--- src/sv/srr_pkg.sv ---
`timescale 1ns / 1ps

package srr_pkg;

    localparam int unsigned WINDOW_SLOTS_DEF = 16;
    localparam int unsigned QUEUE_DEPTH      = 2;

    localparam int unsigned SEQ_W    = 32;
    localparam int unsigned LEN_W    = 11;
    localparam int unsigned HANDLE_W = 16;
    localparam int unsigned TIME_W   = 32;
    localparam int unsigned MAGIC_W  = 32;

    localparam logic [LEN_W-1:0] MAX_PAYLOAD = 11'd1500;

    typedef enum logic {
        KIND_DELIVER = 1'b0,
        KIND_ACK     = 1'b1
    } kind_t;

    typedef enum logic [1:0] {
        CLS_IN_ORDER,
        CLS_EARLY,
        CLS_OLD
    } cls_t;

    typedef enum logic [2:0] {
        ST_IDLE,
        ST_ACT,
        ST_DRAIN,
        ST_DRAIN_OUT,
        ST_ACK
    } back_state_t;

    typedef struct packed {
        logic [SEQ_W-1:0]    seq;
        logic [LEN_W-1:0]    len;
        logic                eof;
        logic [TIME_W-1:0]   stime;
        logic [HANDLE_W-1:0] handle;
    } item_t;

    typedef struct packed {
        kind_t               kind;
        logic [HANDLE_W-1:0] handle;
        logic [LEN_W-1:0]    len;
        logic [SEQ_W-1:0]    ack;
        logic                ack_eof;
        logic [TIME_W-1:0]   etime;
        logic                last;
    } result_t;

endpackage

--- src/sv/srr_ram.sv ---
`timescale 1ns / 1ps

module srr_ram #(
    parameter int unsigned WIDTH = 8,
    parameter int unsigned DEPTH = 16
) (
    input  logic                     clk,
    input  logic                     we,
    input  logic [$clog2(DEPTH)-1:0] waddr,
    input  logic [WIDTH-1:0]         wdata,
    input  logic                     re,
    input  logic [$clog2(DEPTH)-1:0] raddr,
    output logic [WIDTH-1:0]         rdata
);

    logic [WIDTH-1:0] mem_reg [DEPTH];
    logic [WIDTH-1:0] rdata_reg;

    always_ff @(posedge clk)
    begin
        if (we)
        begin
            mem_reg[waddr] <= wdata;
        end
        if (re)
        begin
            rdata_reg <= mem_reg[raddr];
        end
    end

    assign rdata = rdata_reg;

endmodule

--- src/sv/srr_front.sv ---
`timescale 1ns / 1ps

module srr_front
    import srr_pkg::*;
(
    input  logic                clk,
    input  logic                rst_n,
    input  logic                cfg_wr_en,
    input  logic [MAGIC_W-1:0]  cfg_wr_data,
    input  logic                in_valid,
    output logic                in_ready,
    input  logic [MAGIC_W-1:0]  magic_word,
    input  logic                checksum_ok,
    input  logic [SEQ_W-1:0]    sequence_req,
    input  logic [LEN_W-1:0]    payload_length,
    input  logic                end_of_file,
    input  logic [TIME_W-1:0]   send_time,
    input  logic [HANDLE_W-1:0] payload_handle,
    input  logic                q_full,
    output logic                q_push,
    output item_t               q_item
);

    logic [MAGIC_W-1:0] magic_reg;
    logic [MAGIC_W-1:0] magic_next;

    always_comb
    begin
        magic_next = magic_reg;
        if (cfg_wr_en)
        begin
            magic_next = cfg_wr_data;
        end
    end

    always_ff @(posedge clk or negedge rst_n)
    begin
        if (!rst_n)
        begin
            magic_reg <= '0;
        end
        else
        begin
            magic_reg <= magic_next;
        end
    end

    // foreign or corrupt words are consumed here and never reach the queue
    assign in_ready = !q_full;
    assign q_push   = in_valid && in_ready && checksum_ok && (magic_word == magic_reg);

    always_comb
    begin
        q_item.seq    = sequence_req;
        q_item.len    = (payload_length > MAX_PAYLOAD) ? MAX_PAYLOAD : payload_length;
        q_item.eof    = end_of_file;
        q_item.stime  = send_time;
        q_item.handle = payload_handle;
    end

endmodule

--- src/sv/srr_queue.sv ---
`timescale 1ns / 1ps

module srr_queue
    import srr_pkg::*;
#(
    parameter int unsigned DEPTH = QUEUE_DEPTH
) (
    input  logic  clk,
    input  logic  rst_n,
    input  logic  push,
    input  item_t push_item,
    output logic  full,
    input  logic  pop,
    output logic  head_valid,
    output item_t head
);

    localparam int unsigned PTR_W = (DEPTH > 1) ? $clog2(DEPTH) : 1;
    localparam int unsigned CNT_W = $clog2(DEPTH + 1);
    localparam logic [PTR_W-1:0] LAST_PTR = PTR_W'(DEPTH - 1);
    localparam logic [CNT_W-1:0] FULL_CNT = CNT_W'(DEPTH);

    item_t             entry_reg [DEPTH];
    logic [PTR_W-1:0]  wr_ptr_reg, wr_ptr_next;
    logic [PTR_W-1:0]  rd_ptr_reg, rd_ptr_next;
    logic [CNT_W-1:0]  count_reg, count_next;
    logic              do_push, do_pop;

    assign full       = (count_reg == FULL_CNT);
    assign head_valid = (count_reg != '0);
    assign head       = entry_reg[rd_ptr_reg];
    assign do_push    = push && !full;
    assign do_pop     = pop && head_valid;

    always_comb
    begin
        wr_ptr_next = wr_ptr_reg;
        rd_ptr_next = rd_ptr_reg;
        count_next  = count_reg;
        if (do_push)
        begin
            wr_ptr_next = (wr_ptr_reg == LAST_PTR) ? '0 : wr_ptr_reg + 1'b1;
        end
        if (do_pop)
        begin
            rd_ptr_next = (rd_ptr_reg == LAST_PTR) ? '0 : rd_ptr_reg + 1'b1;
        end
        priority if (do_push && !do_pop)
        begin
            count_next = count_reg + 1'b1;
        end
        else if (do_pop && !do_push)
        begin
            count_next = count_reg - 1'b1;
        end
        else
        begin
            count_next = count_reg;
        end
    end

    always_ff @(posedge clk or negedge rst_n)
    begin
        if (!rst_n)
        begin
            wr_ptr_reg <= '0;
            rd_ptr_reg <= '0;
            count_reg  <= '0;
        end
        else
        begin
            wr_ptr_reg <= wr_ptr_next;
            rd_ptr_reg <= rd_ptr_next;
            count_reg  <= count_next;
        end
    end

    always_ff @(posedge clk)
    begin
        if (do_push)
        begin
            entry_reg[wr_ptr_reg] <= push_item;
        end
    end

endmodule

--- src/sv/srr_back.sv ---
`timescale 1ns / 1ps

module srr_back
    import srr_pkg::*;
#(
    parameter int unsigned WINDOW_SLOTS = WINDOW_SLOTS_DEF
) (
    input  logic    clk,
    input  logic    rst_n,
    input  logic    q_valid,
    input  item_t   q_item,
    output logic    q_pop,
    input  logic    out_ready,
    output logic    out_valid,
    output result_t out_res
);

    localparam int unsigned IDX_W  = $clog2(WINDOW_SLOTS);
    localparam int unsigned SLOT_W = LEN_W + HANDLE_W;
    localparam logic [IDX_W-1:0] LAST_IDX   = IDX_W'(WINDOW_SLOTS - 1);
    localparam logic [IDX_W:0]   SLOTS_WIDE = (IDX_W + 1)'(WINDOW_SLOTS);
    localparam logic [SEQ_W-1:0] SLOTS_SEQ  = SEQ_W'(WINDOW_SLOTS);

    back_state_t              state_reg, state_next;
    cls_t                     cls_reg, cls_next;
    logic [IDX_W-1:0]         idx_reg, idx_next;
    logic [SEQ_W-1:0]         exp_reg, exp_next;
    logic [IDX_W-1:0]         exp_idx_reg, exp_idx_next;
    logic                     finished_reg, finished_next;
    logic [WINDOW_SLOTS-1:0]  slot_valid_reg, slot_valid_next;
    logic                     out_valid_reg, out_valid_next;
    result_t                  out_res_reg, out_res_next;

    logic                     out_free;
    logic                     load;
    logic                     seq_eq, seq_gt, in_window;
    logic [SEQ_W-1:0]         seq_gap;
    logic [IDX_W:0]           idx_sum;
    logic [IDX_W-1:0]         slot_idx;
    logic                     ram_we, ram_re;
    logic [SLOT_W-1:0]        ram_rdata;
    logic [LEN_W-1:0]         rd_len;
    logic [HANDLE_W-1:0]      rd_handle;

    srr_ram #(
        .WIDTH (SLOT_W),
        .DEPTH (WINDOW_SLOTS)
    ) u_slot_ram (
        .clk   (clk),
        .we    (ram_we),
        .waddr (idx_reg),
        .wdata ({q_item.len, q_item.handle}),
        .re    (ram_re),
        .raddr (exp_idx_reg),
        .rdata (ram_rdata)
    );

    assign {rd_len, rd_handle} = ram_rdata;

    // window arithmetic; seq is ahead by less than the window, so one wrap at most
    assign seq_eq    = (q_item.seq == exp_reg);
    assign seq_gt    = (q_item.seq > exp_reg);
    assign seq_gap   = q_item.seq - exp_reg;
    assign in_window = (seq_gap < SLOTS_SEQ);
    assign idx_sum   = {1'b0, exp_idx_reg} + {1'b0, seq_gap[IDX_W-1:0]};
    assign slot_idx  = (idx_sum >= SLOTS_WIDE) ? IDX_W'(idx_sum - SLOTS_WIDE)
                                               : idx_sum[IDX_W-1:0];

    assign out_free = !out_valid_reg || out_ready;

    always_comb
    begin
        state_next      = state_reg;
        cls_next        = cls_reg;
        idx_next        = idx_reg;
        exp_next        = exp_reg;
        exp_idx_next    = exp_idx_reg;
        finished_next   = finished_reg;
        slot_valid_next = slot_valid_reg;
        out_res_next    = out_res_reg;
        load            = 1'b0;
        q_pop           = 1'b0;
        ram_we          = 1'b0;
        ram_re          = 1'b0;

        unique case (state_reg)
            ST_IDLE:
            begin
                if (q_valid)
                begin
                    if (finished_reg || (seq_gt && !in_window))
                    begin
                        q_pop = 1'b1;
                    end
                    else
                    begin
                        priority if (seq_eq)
                        begin
                            cls_next = CLS_IN_ORDER;
                        end
                        else if (seq_gt)
                        begin
                            cls_next = CLS_EARLY;
                        end
                        else
                        begin
                            cls_next = CLS_OLD;
                        end
                        idx_next   = slot_idx;
                        state_next = ST_ACT;
                    end
                end
            end
            ST_ACT:
            begin
                unique case (cls_reg)
                    CLS_IN_ORDER:
                    begin
                        if (out_free)
                        begin
                            load         = 1'b1;
                            out_res_next = '{kind: KIND_DELIVER, handle: q_item.handle,
                                             len: q_item.len, ack: '0, ack_eof: 1'b0,
                                             etime: '0, last: 1'b0};
                            state_next   = ST_DRAIN;
                        end
                    end
                    CLS_EARLY:
                    begin
                        if (!slot_valid_reg[idx_reg] && (q_item.len != '0))
                        begin
                            ram_we                   = 1'b1;
                            slot_valid_next[idx_reg] = 1'b1;
                        end
                        state_next = ST_ACK;
                    end
                    CLS_OLD:
                    begin
                        state_next = ST_ACK;
                    end
                    default:
                    begin
                        state_next = ST_ACK;
                    end
                endcase
            end
            ST_DRAIN:
            begin
                if (slot_valid_reg[exp_idx_reg])
                begin
                    ram_re                       = 1'b1;
                    slot_valid_next[exp_idx_reg] = 1'b0;
                    state_next                   = ST_DRAIN_OUT;
                end
                else
                begin
                    state_next = ST_ACK;
                end
            end
            ST_DRAIN_OUT:
            begin
                if (out_free)
                begin
                    load         = 1'b1;
                    out_res_next = '{kind: KIND_DELIVER, handle: rd_handle, len: rd_len,
                                     ack: '0, ack_eof: 1'b0, etime: '0, last: 1'b0};
                    state_next   = ST_DRAIN;
                end
            end
            ST_ACK:
            begin
                if (out_free)
                begin
                    load          = 1'b1;
                    out_res_next  = '{kind: KIND_ACK, handle: '0, len: '0,
                                      ack: exp_reg - 1'b1, ack_eof: q_item.eof,
                                      etime: q_item.stime, last: 1'b1};
                    finished_next = finished_reg || q_item.eof;
                    q_pop         = 1'b1;
                    state_next    = ST_IDLE;
                end
            end
            default:
            begin
                state_next = ST_IDLE;
            end
        endcase

        // every delivery advances the expected number; index resets on 32-bit wrap
        if (load && (out_res_next.kind == KIND_DELIVER))
        begin
            exp_next = exp_reg + 1'b1;
            priority if (exp_reg == '1)
            begin
                exp_idx_next = '0;
            end
            else if (exp_idx_reg == LAST_IDX)
            begin
                exp_idx_next = '0;
            end
            else
            begin
                exp_idx_next = exp_idx_reg + 1'b1;
            end
        end

        out_valid_next = out_valid_reg;
        if (load)
        begin
            out_valid_next = 1'b1;
        end
        else if (out_ready)
        begin
            out_valid_next = 1'b0;
        end
    end

    always_ff @(posedge clk or negedge rst_n)
    begin
        if (!rst_n)
        begin
            state_reg      <= ST_IDLE;
            cls_reg        <= CLS_OLD;
            exp_reg        <= SEQ_W'(1);
            exp_idx_reg    <= IDX_W'(1);
            finished_reg   <= 1'b0;
            slot_valid_reg <= '0;
            out_valid_reg  <= 1'b0;
        end
        else
        begin
            state_reg      <= state_next;
            cls_reg        <= cls_next;
            exp_reg        <= exp_next;
            exp_idx_reg    <= exp_idx_next;
            finished_reg   <= finished_next;
            slot_valid_reg <= slot_valid_next;
            out_valid_reg  <= out_valid_next;
        end
    end

    always_ff @(posedge clk)
    begin
        idx_reg     <= idx_next;
        out_res_reg <= out_res_next;
    end

    assign out_valid = out_valid_reg;
    assign out_res   = out_res_reg;

endmodule

--- src/sv/selective_repeat_reorder_receiver_top.sv ---
// Path: an accepted word enters the queue, is classified in ST_IDLE and handled in ST_ACT;
// an in-order word then passes ST_DRAIN and ST_ACK, an early or old word goes to ST_ACK,
// and each buffered slot drained adds ST_DRAIN_OUT after the registered read of the slot RAM.
// Words failing the header checks are consumed by the front end; back-end drops pop in ST_IDLE.
// Reset: async active low; expected sequence 1, all slots empty, magic 0, queue empty.
// Slot handles are not cleared; slot valid flops cover them, so there is no clearing pass.
`timescale 1ns / 1ps

module selective_repeat_reorder_receiver_top
    import srr_pkg::*;
#(
    parameter int unsigned WINDOW_SLOTS = WINDOW_SLOTS_DEF
) (
    input  logic                clk,
    input  logic                rst_n,
    input  logic                cfg_wr_en,
    input  logic [MAGIC_W-1:0]  cfg_wr_data,
    input  logic                in_valid,
    output logic                in_ready,
    input  logic [MAGIC_W-1:0]  magic_word,
    input  logic                checksum_ok,
    input  logic [SEQ_W-1:0]    sequence_req,
    input  logic [LEN_W-1:0]    payload_length,
    input  logic                end_of_file,
    input  logic [TIME_W-1:0]   send_time,
    input  logic [HANDLE_W-1:0] payload_handle,
    output logic                out_valid,
    input  logic                out_ready,
    output logic                result_kind,
    output logic [HANDLE_W-1:0] delivered_handle,
    output logic [LEN_W-1:0]    delivered_length,
    output logic [SEQ_W-1:0]    ack_number,
    output logic                ack_end_of_file,
    output logic [TIME_W-1:0]   echo_time,
    output logic                last_of_run
);

    logic    q_full;
    logic    q_push;
    item_t   q_push_item;
    logic    q_pop;
    logic    q_head_valid;
    item_t   q_head;
    result_t res;

    srr_front u_front (
        .clk            (clk),
        .rst_n          (rst_n),
        .cfg_wr_en      (cfg_wr_en),
        .cfg_wr_data    (cfg_wr_data),
        .in_valid       (in_valid),
        .in_ready       (in_ready),
        .magic_word     (magic_word),
        .checksum_ok    (checksum_ok),
        .sequence_req   (sequence_req),
        .payload_length (payload_length),
        .end_of_file    (end_of_file),
        .send_time      (send_time),
        .payload_handle (payload_handle),
        .q_full         (q_full),
        .q_push         (q_push),
        .q_item         (q_push_item)
    );

    srr_queue #(
        .DEPTH (QUEUE_DEPTH)
    ) u_queue (
        .clk        (clk),
        .rst_n      (rst_n),
        .push       (q_push),
        .push_item  (q_push_item),
        .full       (q_full),
        .pop        (q_pop),
        .head_valid (q_head_valid),
        .head       (q_head)
    );

    srr_back #(
        .WINDOW_SLOTS (WINDOW_SLOTS)
    ) u_back (
        .clk       (clk),
        .rst_n     (rst_n),
        .q_valid   (q_head_valid),
        .q_item    (q_head),
        .q_pop     (q_pop),
        .out_ready (out_ready),
        .out_valid (out_valid),
        .out_res   (res)
    );

    assign result_kind      = res.kind;
    assign delivered_handle = res.handle;
    assign delivered_length = res.len;
    assign ack_number       = res.ack;
    assign ack_end_of_file  = res.ack_eof;
    assign echo_time        = res.etime;
    assign last_of_run      = res.last;

endmodule

--- config.mk ---
export PLATFORM = sky130hd
export DESIGN_NAME = selective_repeat_reorder_receiver_top
export DESIGN_NICKNAME = d
export VERILOG_FILES = /design/src/sv/srr_pkg.sv /design/src/sv/srr_ram.sv /design/src/sv/srr_front.sv /design/src/sv/srr_queue.sv /design/src/sv/srr_back.sv /design/src/sv/selective_repeat_reorder_receiver_top.sv
export SDC_FILE = /design/constraint.sdc
export NUM_CORES = 1
export LEC_CHECK = 0
export ABC_CLOCK_PERIOD_IN_PS = 11400
export BUFFER_PORTS_ARGS = -buffer_cell sky130_fd_sc_hd__buf_4
export CAP_MARGIN = 20
export CORE_AREA = 4 4 261 263
export DETAILED_ROUTE_END_ITERATION = 12
export DIE_AREA = 0 0 265 267
export PLACE_DENSITY_LB_ADDON = 0.15
export SLEW_MARGIN = 20
export SYNTH_ARGS = -nofsm -noshare
export SYNTH_HDL_FRONTEND = slang
export SYNTH_SLANG_ARGS = --single-unit
--- constraint.sdc ---
create_clock -name clk -period 11.4 [get_ports clk]
set_input_delay 1.14 -clock clk [delete_from_list [all_inputs] [get_ports clk]]
set_output_delay 1.14 -clock clk [all_outputs]
set_load 0.03 [all_outputs]
# ---- Word level (Yosys, flattened, before mapping)
# Memory sizes are Yosys's and may differ from the RTL's. A register that Yosys moved wholly into a read port is not among the register bits.
# Cells that the tools add are included.
dict set report classes {
  n_eq_ne 19
  order_cmp 8
  bitwise 5
  n_mux 51
  n_reduce_logical 35
  addsub 10
}
# op count
set ops {}
lappend ops {{$mux W94} 4}
lappend ops {{$pmux W94 S3} 1}
lappend ops {{$eq A32 B32 Y1} 2}
lappend ops {{$mux W16} 3}
lappend ops {{$add A32 B1 Y32 const B} 1}
lappend ops {{$eq A32 B32 Y1 const B} 1}
lappend ops {{$gt A32 B32 Y1} 1}
lappend ops {{$lt A32 B5 Y1 const B} 1}
lappend ops {{$pmux W16 S2} 1}
lappend ops {{$sub A32 B1 Y32 const B} 1}
lappend ops {{$sub A32 B32 Y32} 1}
lappend ops {{$mux W1} 21}
lappend ops {{$mux W3} 6}
lappend ops {{$and A16 B16 Y16} 1}
lappend ops {{$not A16 Y16} 1}
lappend ops {{$or A16 B16 Y16} 1}
lappend ops {{$pmux W3 S5} 1}
lappend ops {{$logic_and A1 B1 Y1} 12}
lappend ops {{$mux W4} 3}
lappend ops {{$ne A2 B1 Y1 const B} 6}
lappend ops {{$gt A11 B11 Y1 const B} 1}
lappend ops {{$mux W11} 1}
lappend ops {{$reduce_bool A11 Y1} 1}
lappend ops {{$lt A4 B5 Y1 const B} 2}
lappend ops {{31 further kinds} 54}
dict set report word_totals {
  n_memories 2
  input_bits 162
  ff_bits 193
  wordCells 149
  output_inout_bits 96
  ramBits 616
}
# memory words word_bits read_ports rd_clocked_by_memory_dff write_ports line_no
set mem_list {}
lappend mem_list {u_back.u_slot_ram.mem_reg 16 27 1 1 1 srr_ram.sv:16} ;# logic [WIDTH-1:0] mem_reg [DEPTH];
lappend mem_list {u_queue.entry_reg 2 92 1 0 1 srr_queue.sv:23} ;# item_t entry_reg [DEPTH];

# ---- Longest topological paths before layout
# Gate-level depths: netlist (run 1).
# An unclocked memory read counts as a cell.
dict set report depth {
  ltp_word 13
  mapped_depth 20
  depth_no_buf 16
}

# ---- Modules after synthesis
# From an unflattened synthesis (run 1), not the netlist that was laid out.
dict set report unflattened {
  cells_unflattened 2163
  hier_area_um2 36060.8
}
# mod seq_area_each_um2 cells_per_inst n_inst area_per_inst_um2
set modules_own_cells {}
lappend modules_own_cells {srr_ram 13783.2 710 1 17162.7}
lappend modules_own_cells {srr_back 4413.0 937 1 9522.9}
lappend modules_own_cells {srr_queue 5625.4 305 1 7118.1}
lappend modules_own_cells {srr_front 800.8 211 1 2257.2}

# ---- Worst setup path after synthesis (run 1)
# OpenSTA, ideal clock, no wires.
dict set report synth_path {
  path_type {input port to flip-flop}
  from {input port magic_word[3]}
  to {memory u_queue.entry_reg[0][0] in the netlist's numbering (enable)}
  path_stages 6
  setup_slack_ns 4.595
  setup_ns 0.554
  arrival_ns 6.250
  cell_sequence {xnor2_1 nand4_1 nor4_1 nand4_1 nor4_1 nor2b_1}
}
dict set report synth_between {
  elab_chain_len 5
}
# element line_no
set synth_rtl {}
lappend synth_rtl {{from (decl)} selective_repeat_reorder_receiver_top.sv:20} ;# input logic [MAGIC_W-1:0] magic_word,
lappend synth_rtl {{$eq A32 B32 Y1} srr_front.sv:50} ;# assign q_push = in_valid && in_ready && checksum_ok && (magic_word == magic_reg);
lappend synth_rtl {{$logic_and A1 B1 Y1} srr_front.sv:50}
lappend synth_rtl {{$logic_and A1 B1 Y1} srr_queue.sv:32} ;# assign do_push = push && !full;
lappend synth_rtl {{net u_queue.do_push} srr_queue.sv:27} ;# logic do_push, do_pop;
lappend synth_rtl {{$mux W1} srr_queue.sv:80} ;# if (do_push)
lappend synth_rtl {{$mux W1 (implied by the code)} srr_queue.sv:82} ;# entry_reg[wr_ptr_reg] <= push_item;
lappend synth_rtl {{to (decl)} srr_queue.sv:23}
# The timed path passes the listed nets, and every way through them passes these cells.

# ---- Worst setup path after layout (run 1)
dict set report layout_path {
  from {register u_queue.rd_ptr_reg}
  to {register u_queue.count_reg[1]}
}
dict set report layout_between {
  elab_chain_len 13
  elab_cells_between_ends 16
}
# element line_no
set layout_rtl {}
lappend layout_rtl {{from (decl)} srr_queue.sv:25} ;# logic [PTR_W-1:0] rd_ptr_reg, rd_ptr_next;
lappend layout_rtl {{from (signal assigned)} srr_queue.sv:73} ;# rd_ptr_reg <= rd_ptr_next;
lappend layout_rtl {{$mem_v2 Z2 W92 *} --}
lappend layout_rtl {{$sub A32 B32 Y32} srr_back.sv:63} ;# assign seq_gap = q_item.seq - exp_reg;
lappend layout_rtl {{$lt A32 B5 Y1} srr_back.sv:64} ;# assign in_window = (seq_gap < SLOTS_SEQ);
lappend layout_rtl {{$logic_not A1 Y1} srr_back.sv:91} ;# if (finished_reg || (seq_gt && !in_window))
lappend layout_rtl {{$logic_and A1 B1 Y1 *} srr_back.sv:91}
lappend layout_rtl {{$logic_or A1 B1 Y1 *} srr_back.sv:91}
lappend layout_rtl {{$mux W1 *} srr_back.sv:91}
lappend layout_rtl {{$mux W1 *} srr_back.sv:89} ;# if (q_valid)
lappend layout_rtl {{$pmux W1 S2 *} srr_back.sv:86} ;# unique case (state_reg)
lappend layout_rtl {{$logic_and A1 B1 Y1 *} srr_queue.sv:33} ;# assign do_pop = pop && head_valid;
lappend layout_rtl {{$logic_not A1 Y1} srr_queue.sv:48} ;# priority if (do_push && !do_pop)
lappend layout_rtl {{$logic_and A1 B1 Y1} srr_queue.sv:48}
lappend layout_rtl {{$mux W2 or $reduce_bool A2 Y1 (tied branches)} --}
lappend layout_rtl {{to (signal assigned)} srr_queue.sv:74} ;# count_reg <= count_next;
lappend layout_rtl {{to (decl)} srr_queue.sv:26} ;# logic [CNT_W-1:0] count_reg, count_next;
# Mark *: on every way between the ends. The rest lies on a longest branch, timed or not.
# A chain may end at the register's enable or synchronous reset.

==> results of run 1 <==
==> final timing paths <==
kind	end	slack, ns	cells past startpoint
setup / recovery	u_queue.count_reg[1]$_DFFE_PN0P_	5.42	16
hold / removal	u_front.magic_reg[11]$_DFFE_PN0P_	0.44	1
setup reg to reg	u_queue.count_reg[1]$_DFFE_PN0P_	5.42	16
hold reg to reg	u_back.slot_valid_reg[7]$_DFFE_PN0P_	0.49	1
max in group asynchronous	u_back.exp_idx_reg[1]$_DFFE_PN0P_	9.64	2
min in group clk	u_back.slot_valid_reg[7]$_DFFE_PN0P_	0.49	1
==> critical path, stage by stage, from the launching register on <==
cell and delay (ns):
dfrtp_4 0.92, buf_4 0.77, mux2i_1 0.41, fa_1 0.28, nor2b_1 0.10, o21ba_2 0.22
o211ai_1 0.55, a21oi_1 0.24, or3_1 0.36, a2111oi_0 0.56, nand4_1 0.29, or3_1 0.41
nand2_1 0.12, ha_1 0.18, xor2_1 0.15, nor2_1 0.06, xor2_1 0.14
==> cells in the mapped netlist, types with 4 or more instances <==
cell type / instances / area (µm²)
a2111oi_0: 5 / 43.8
a211oi_1: 9 / 67.6
a21boi_0: 4 / 30.0
a21o_1: 29 / 218
a21oi_1: 58 / 290
a311oi_1: 5 / 43.8
a31oi_1: 5 / 31.3
and2_1: 18 / 113
and3_1: 18 / 113
buf_1: 24 / 90.1
clkbuf_1: 72 / 270
dfrtp_1: 92 / 2300
edfxtp_1: 740 / 22200
ha_1: 42 / 526
inv_1: 64 / 240
mux2_2: 80 / 901
mux2i_1: 49 / 490
mux4_2: 145 / 3270
nand2_1: 125 / 469
nand2b_1: 11 / 68.8
nand3_1: 34 / 170
nand3b_1: 5 / 37.5
nand4_1: 45 / 282
nor2_1: 111 / 417
nor2b_1: 8 / 50.1
nor3_1: 32 / 160
nor4_1: 21 / 131
o2111ai_1: 4 / 35.0
o211ai_1: 7 / 52.6
o21a_1: 8 / 60.1
o21ai_0: 54 / 270
o21bai_1: 6 / 45.0
or2_2: 4 / 25.0
or3_1: 13 / 81.3
or4_1: 5 / 37.5
xnor2_1: 79 / 692
xor2_1: 19 / 166
==> per-stage QoR <==
stage	std cells	setup WS, ns
finish	3321	5.42
floorplan	2111	4.60
CTS	3321	5.45
global placement	3162	5.53
detailed placement	3162	5.46
global route	3321	5.24
==> where the power goes <==
| part | internal (mW) | switching [mW] |
|---|---|---|
| registers | 3.32 | 0.0164 |
| logic | 0.0843 | 0.0934 |
| clock network | 1.62 | 1.16 |
| total | 5.03 | 1.27 |
==> cells by family (layout without fill, tap and decap cells) <==
logic type | count (synthesis) | after routing
xor gates and xnor gates | 98 | 98
AOI/OAI and AO/OA | 226 | 226
DFF | 836 | 836
muxes | 274 | 274
adders and majority gates | 44 | 44
buffers and inverters | 166 | 512
and+or+nand+nor | 467 | 467
==> layer usage <==
metal	vias to the layer above	GRT usage
met1	10200	0.333
li1	8818	-
met3	151	0.0381
met4	0	0.0862
met5	-	0
met2	639	0.397
==> cell type report <==
class	instances	area, µm²
multi-input combinational	1109	9940
clock buffer	103	2220
clock inverter	56	583
sequential	836	24600
timing repair buffer	289	2170
fill	4762	24800
inverter	64	240
tap	864	1080
==> flow_summary.yaml, run 1 <==
status:
  outcome: "complete, no violations"
sta:
  fin_skew_ns: 0.0297
  rsz0062_at_grt: "no"
  tightestPinTransition_ns: 1.07
  setup_viol: 0
  period_minus_slack_ns: 5.98
  slew_violations: 0
  max_clock_freq_mhz: 167
  fin_setup_tns_ns: 0
  fin_hold_ws_ns: 0.445
  period_share: 0.525
  timing.slew.headroom: 0.288
  hold_violations: 0
layout:
  drive_gt1_frac: 0.271
  largest_reg_flops: 432
  diodes: 0
  fin_util: 0.623
  synthToLayoutAreaGrowth_pct: 16.3
  nets: 2592
  design_area_um2: 40900
  layout_commonest_cell: "edfxtp_1"
  final_cell_mix: "edfxtp_1 (740), buf_4 (288), mux4_2 (145)"
routing:
  wirelength_um: 85900
  first_pass_iters: 6
  wl_per_cell_um: 25.9
  wl_met2_um: 42300
  vias: 19800
  drt_drc_violations_left: 0
  detail-route-antenna-nets: 0
  met3WireLength_um: 5090
  topRoutingLayerUsed: "met4"
  viasPerCell: 5.97
  drtIter0Drc: 1844
  wl_met1_um: 35300
clocking:
  htreeDepth: 3
  clock_path_buffers: 3
  cts.root.buffer_cell: "clkbuf_16"
  cts_tree: "built"
  cts_made_buffers: 86
  cts.repair.resized: 0
  postCtsSetupBuffers: 0
  clk_latency_ns: 0.65
  cts.clk_slew.worst_paths_ns: 0.06
  hold_buffers: 0
  cts.sinks: 836
yosys:
  syn_inst: 2111
  syn-cell-area_um2: 35200
  synthAdderAreaFrac: 0.0161
  syn_nets: 2317
  ys_seq_area_frac: 0.700
  synth_ff_type: "edfxtp_1"
  synthXorXnorAreaFrac: 0.0244
  synthSimpleGateAreaFrac: 0.0664
  ys_types: 70
  synth_top_family_by_area: "multiplexers"
  syn_avg_cell_area_um2: 16.7
  async_flop_share: 0.114
  synth_edf_count: 740
  synth-seq-cells: 836
  ys_warn_count: 0
  synth_compound_area_frac: 0.0418
  synthMuxAreaShare: 0.132
worst_setup_path:
  timing.rr.start: "u_queue.rd_ptr_reg$_DFFE_PN0P_"
  arrival_ns: 6.48
  worstSetupStartpoint: "u_queue.rd_ptr_reg$_DFFE_PN0P_"
  path_class: "flop to flop"
  worst_setup_path_start_kind: "flop"
  worstPathMaxFanout: 48
  end_kind: "flop"
  critPathRequiredTime_ns: 11.90
power_and_ir_drop:
  total_power_mw: 6.30
  p_leak_nw: 14.5
  ir_drop_uv: 150
  powerDensity_nw_per_um2: 154
global_routing:
  grt_pass1_vias: 20500
  grt_pass1_wl_um: 128000
  grt_overflow_total: 0
  antenna_found_initial: 0
  grt_max_degree: 76
  gr-usage-all-layers: 0.241
flow_run:
  maxCapViolations: 0
die:
  core_um2: 65600
  rows: 94
  die_h_um: 267
  initial_core_util: 0.536
  die-area_um2: 70800
  boundaryPins: 258
  die-width_um: 265
placement:
  gp_congestion: 0.874
  io_buffers: 257
  hpwl_um: 54200
  postPlaceCellArea_um2: 38100
hold_path:
  hold_class: "primary input to async pin"
No activity file was read; power rests on OpenSTA's default activity.
==> run 2, diff against run 1 <==
--- a/config.mk
+++ b/config.mk
@@ -5,7 +5,7 @@
 export SDC_FILE = /design/constraint.sdc
 export NUM_CORES = 1
 export LEC_CHECK = 0
-export ABC_CLOCK_PERIOD_IN_PS = 11400
+export ABC_CLOCK_PERIOD_IN_PS = 5780
 export BUFFER_PORTS_ARGS = -buffer_cell sky130_fd_sc_hd__buf_4
 export CAP_MARGIN = 20
 export CORE_AREA = 4 4 261 263
==> constraint.sdc (replaced) <==
create_clock -name clk -period 5.78 [get_ports clk]
set_input_delay 0.578 -clock clk [delete_from_list [all_inputs] [get_ports clk]]
set_output_delay 0.578 -clock clk [all_outputs]
set_load 0.03 [all_outputs]
==> flow_summary.yaml, run 2 (synthesis gave the netlist of run 1 again) <==
clocking:
  cts.repair.resized: 0
  cts.sinks: 836
  clk_latency_ns: 0.65
  cts_tree: "built"
  cts.root.buffer_cell: "clkbuf_16"
  clock_path_buffers: 3
  htreeDepth: 3
  postCtsSetupBuffers: 0
  cts_made_buffers: 84
  cts.clk_slew.worst_paths_ns: 0.06
sta:
  fin_hold_ws_ns: 0.115
  max_clock_freq_mhz: 196
  period_share: 0.881
  setup_viol: 0
  fin_skew_ns: 0.0377
  hold_violations: 0
  rsz0062_at_grt: "no"
  timing.slew.headroom: 0.260
  slew_violations: 0
  period_minus_slack_ns: 5.09
  fin_setup_tns_ns: 0
  tightestPinTransition_ns: 1.11
  fin_ws_ns: 0.691
worst_setup_path:
  critPathRequiredTime_ns: 6.32
  worst_setup_path_start_kind: "flop"
  end_kind: "flop"
  path_class: "flop to flop"
  arrival_ns: 5.63
  worstPathMaxFanout: 27
global_routing:
  grt_pass1_vias: 19900
  grt_max_degree: 93
  antenna_found_initial: 0
  grt_pass1_wl_um: 126000
  grt_overflow_total: 0
  gr-usage-all-layers: 0.237
layout:
  design_area_um2: 40900
  drive_gt1_frac: 0.270
  largest_reg_flops: 432
  fin_util: 0.623
  synthToLayoutAreaGrowth_pct: 16.3
  regArea_um2: 24600
  diodes: 0
  multi_input_area_um2: 9940
  nets: 2599
  final_cell_mix: "edfxtp_1 (740), buf_4 (291), mux4_2 (145)"
  stdcell_count: 3326
  fill_cells: 4743
  layout_commonest_cell: "edfxtp_1"
routing:
  drt_drc_violations_left: 0
  wl_per_cell_um: 25.2
  first_pass_iters: 5
  viasPerCell: 5.89
  vias: 19600
  drtIter0Drc: 1743
  wirelength_um: 83900
  detail-route-antenna-nets: 0
power_and_ir_drop:
  total_power_mw: 12.1
  powerDensity_nw_per_um2: 297
  ir_drop_uv: 298
  p_leak_nw: 14.5
die:
  die-width_um: 265
  die_h_um: 267
  boundaryPins: 258
  rows: 94
  core_um2: 65600
  initial_core_util: 0.536
  die-area_um2: 70800
status:
  outcome: "complete, no violations"
flow_run:
  maxCapViolations: 0
placement:
  hpwl_um: 53600
  place_inst: 3170
  postPlaceCellArea_um2: 38200
  pre_cts_ws_ns: 0.761
  gp_congestion: 0.905
  io_buffers: 257
hold_path:
  hold_class: "primary input to flop"
run 2: changes by cell type in the layout (fill, tap and decap cells not counted), sizes merged:
cell / before / now
clkinvlp: 5 / 2
dlygate4sd3: 0 / 1
inv: 67 / 65
buf: 289 / 297
clkbuf: 103 / 114
bufinv: 10 / 4
clkinv: 38 / 34
run 2: routing by layer:
metal | global-route usage | vias to the layer above | wire, µm | part of all wire
met5 | 0 | - | 0 | 0
met3 | 0.0445 | 138 | 4950 | 0.059
met2 | 0.391 | 592 | 41500 | 0.49
met4 | 0.0782 | 0 | 2770 | 0.033
met1 | 0.324 | 10000 | 34700 | 0.41
li1 | - | 8810 | - | -
run 2: worst paths after layout:
path / to / depth (start not counted) / slack [ns] / startpoint
max in group asynchronous: u_back.exp_idx_reg[1]$_DFFE_PN0P_ / 3 / 3.99 / rst_n
worst max-delay path: u_queue.count_reg[1]$_DFFE_PN0P_ / 14 / 0.69 / u_queue.rd_ptr_reg$_DFFE_PN0P_
worst max register to register: u_queue.count_reg[1]$_DFFE_PN0P_ / 14 / 0.69 / u_queue.rd_ptr_reg$_DFFE_PN0P_
worst min register to register: u_back.finished_reg$_DFFE_PN0P_ / 1 / 0.48 / u_back.finished_reg$_DFFE_PN0P_
min in group asynchronous: u_front.magic_reg[21]$_DFFE_PN0P_ / 2 / 0.41 / rst_n
worst min-delay path: u_queue.entry_reg[1][60]$_DFFE_PP_ / 1 / 0.11 / sequence_req[0]
run 2: final cells by class:
type	count	area share
sequential	836	0.602
multi-input combinational	1109	0.243
timing repair buffer	298	0.0566
clock buffer	114	0.0557
tap	864	0.0264
clock inverter	41	0.00988
inverter	64	0.00588
run 2: what timing repair did:
action | in CTS | in global routing
setup endpoints to repair | 0 | 0
endpoints found under the hold margin | 28 | 0
hold buffers | 1 | 0
run 2: report_power, final:
group          total (mW)  internal, mW  switching (mW)
sequential           6.58          6.55          0.0272
clock                5.21          2.97            2.24
combinational       0.351         0.167           0.184
total                12.1          9.69            2.45
run 2: worst max-delay path, stage by stage, from the launching register on:
cell and delay, ns:
dfrtp_4 0.70, mux2_2 0.39, ha_1 0.37, a21oi_1 0.39, o21ai_0 0.31, a211oi_1 0.60
a21oi_1 0.23, or3_1 0.34, a2111oi_0 0.40, nand4_1 0.18, or3_1 0.39, nand2_1 0.11
ha_1 0.26, nor2_1 0.16, xor2_1 0.15
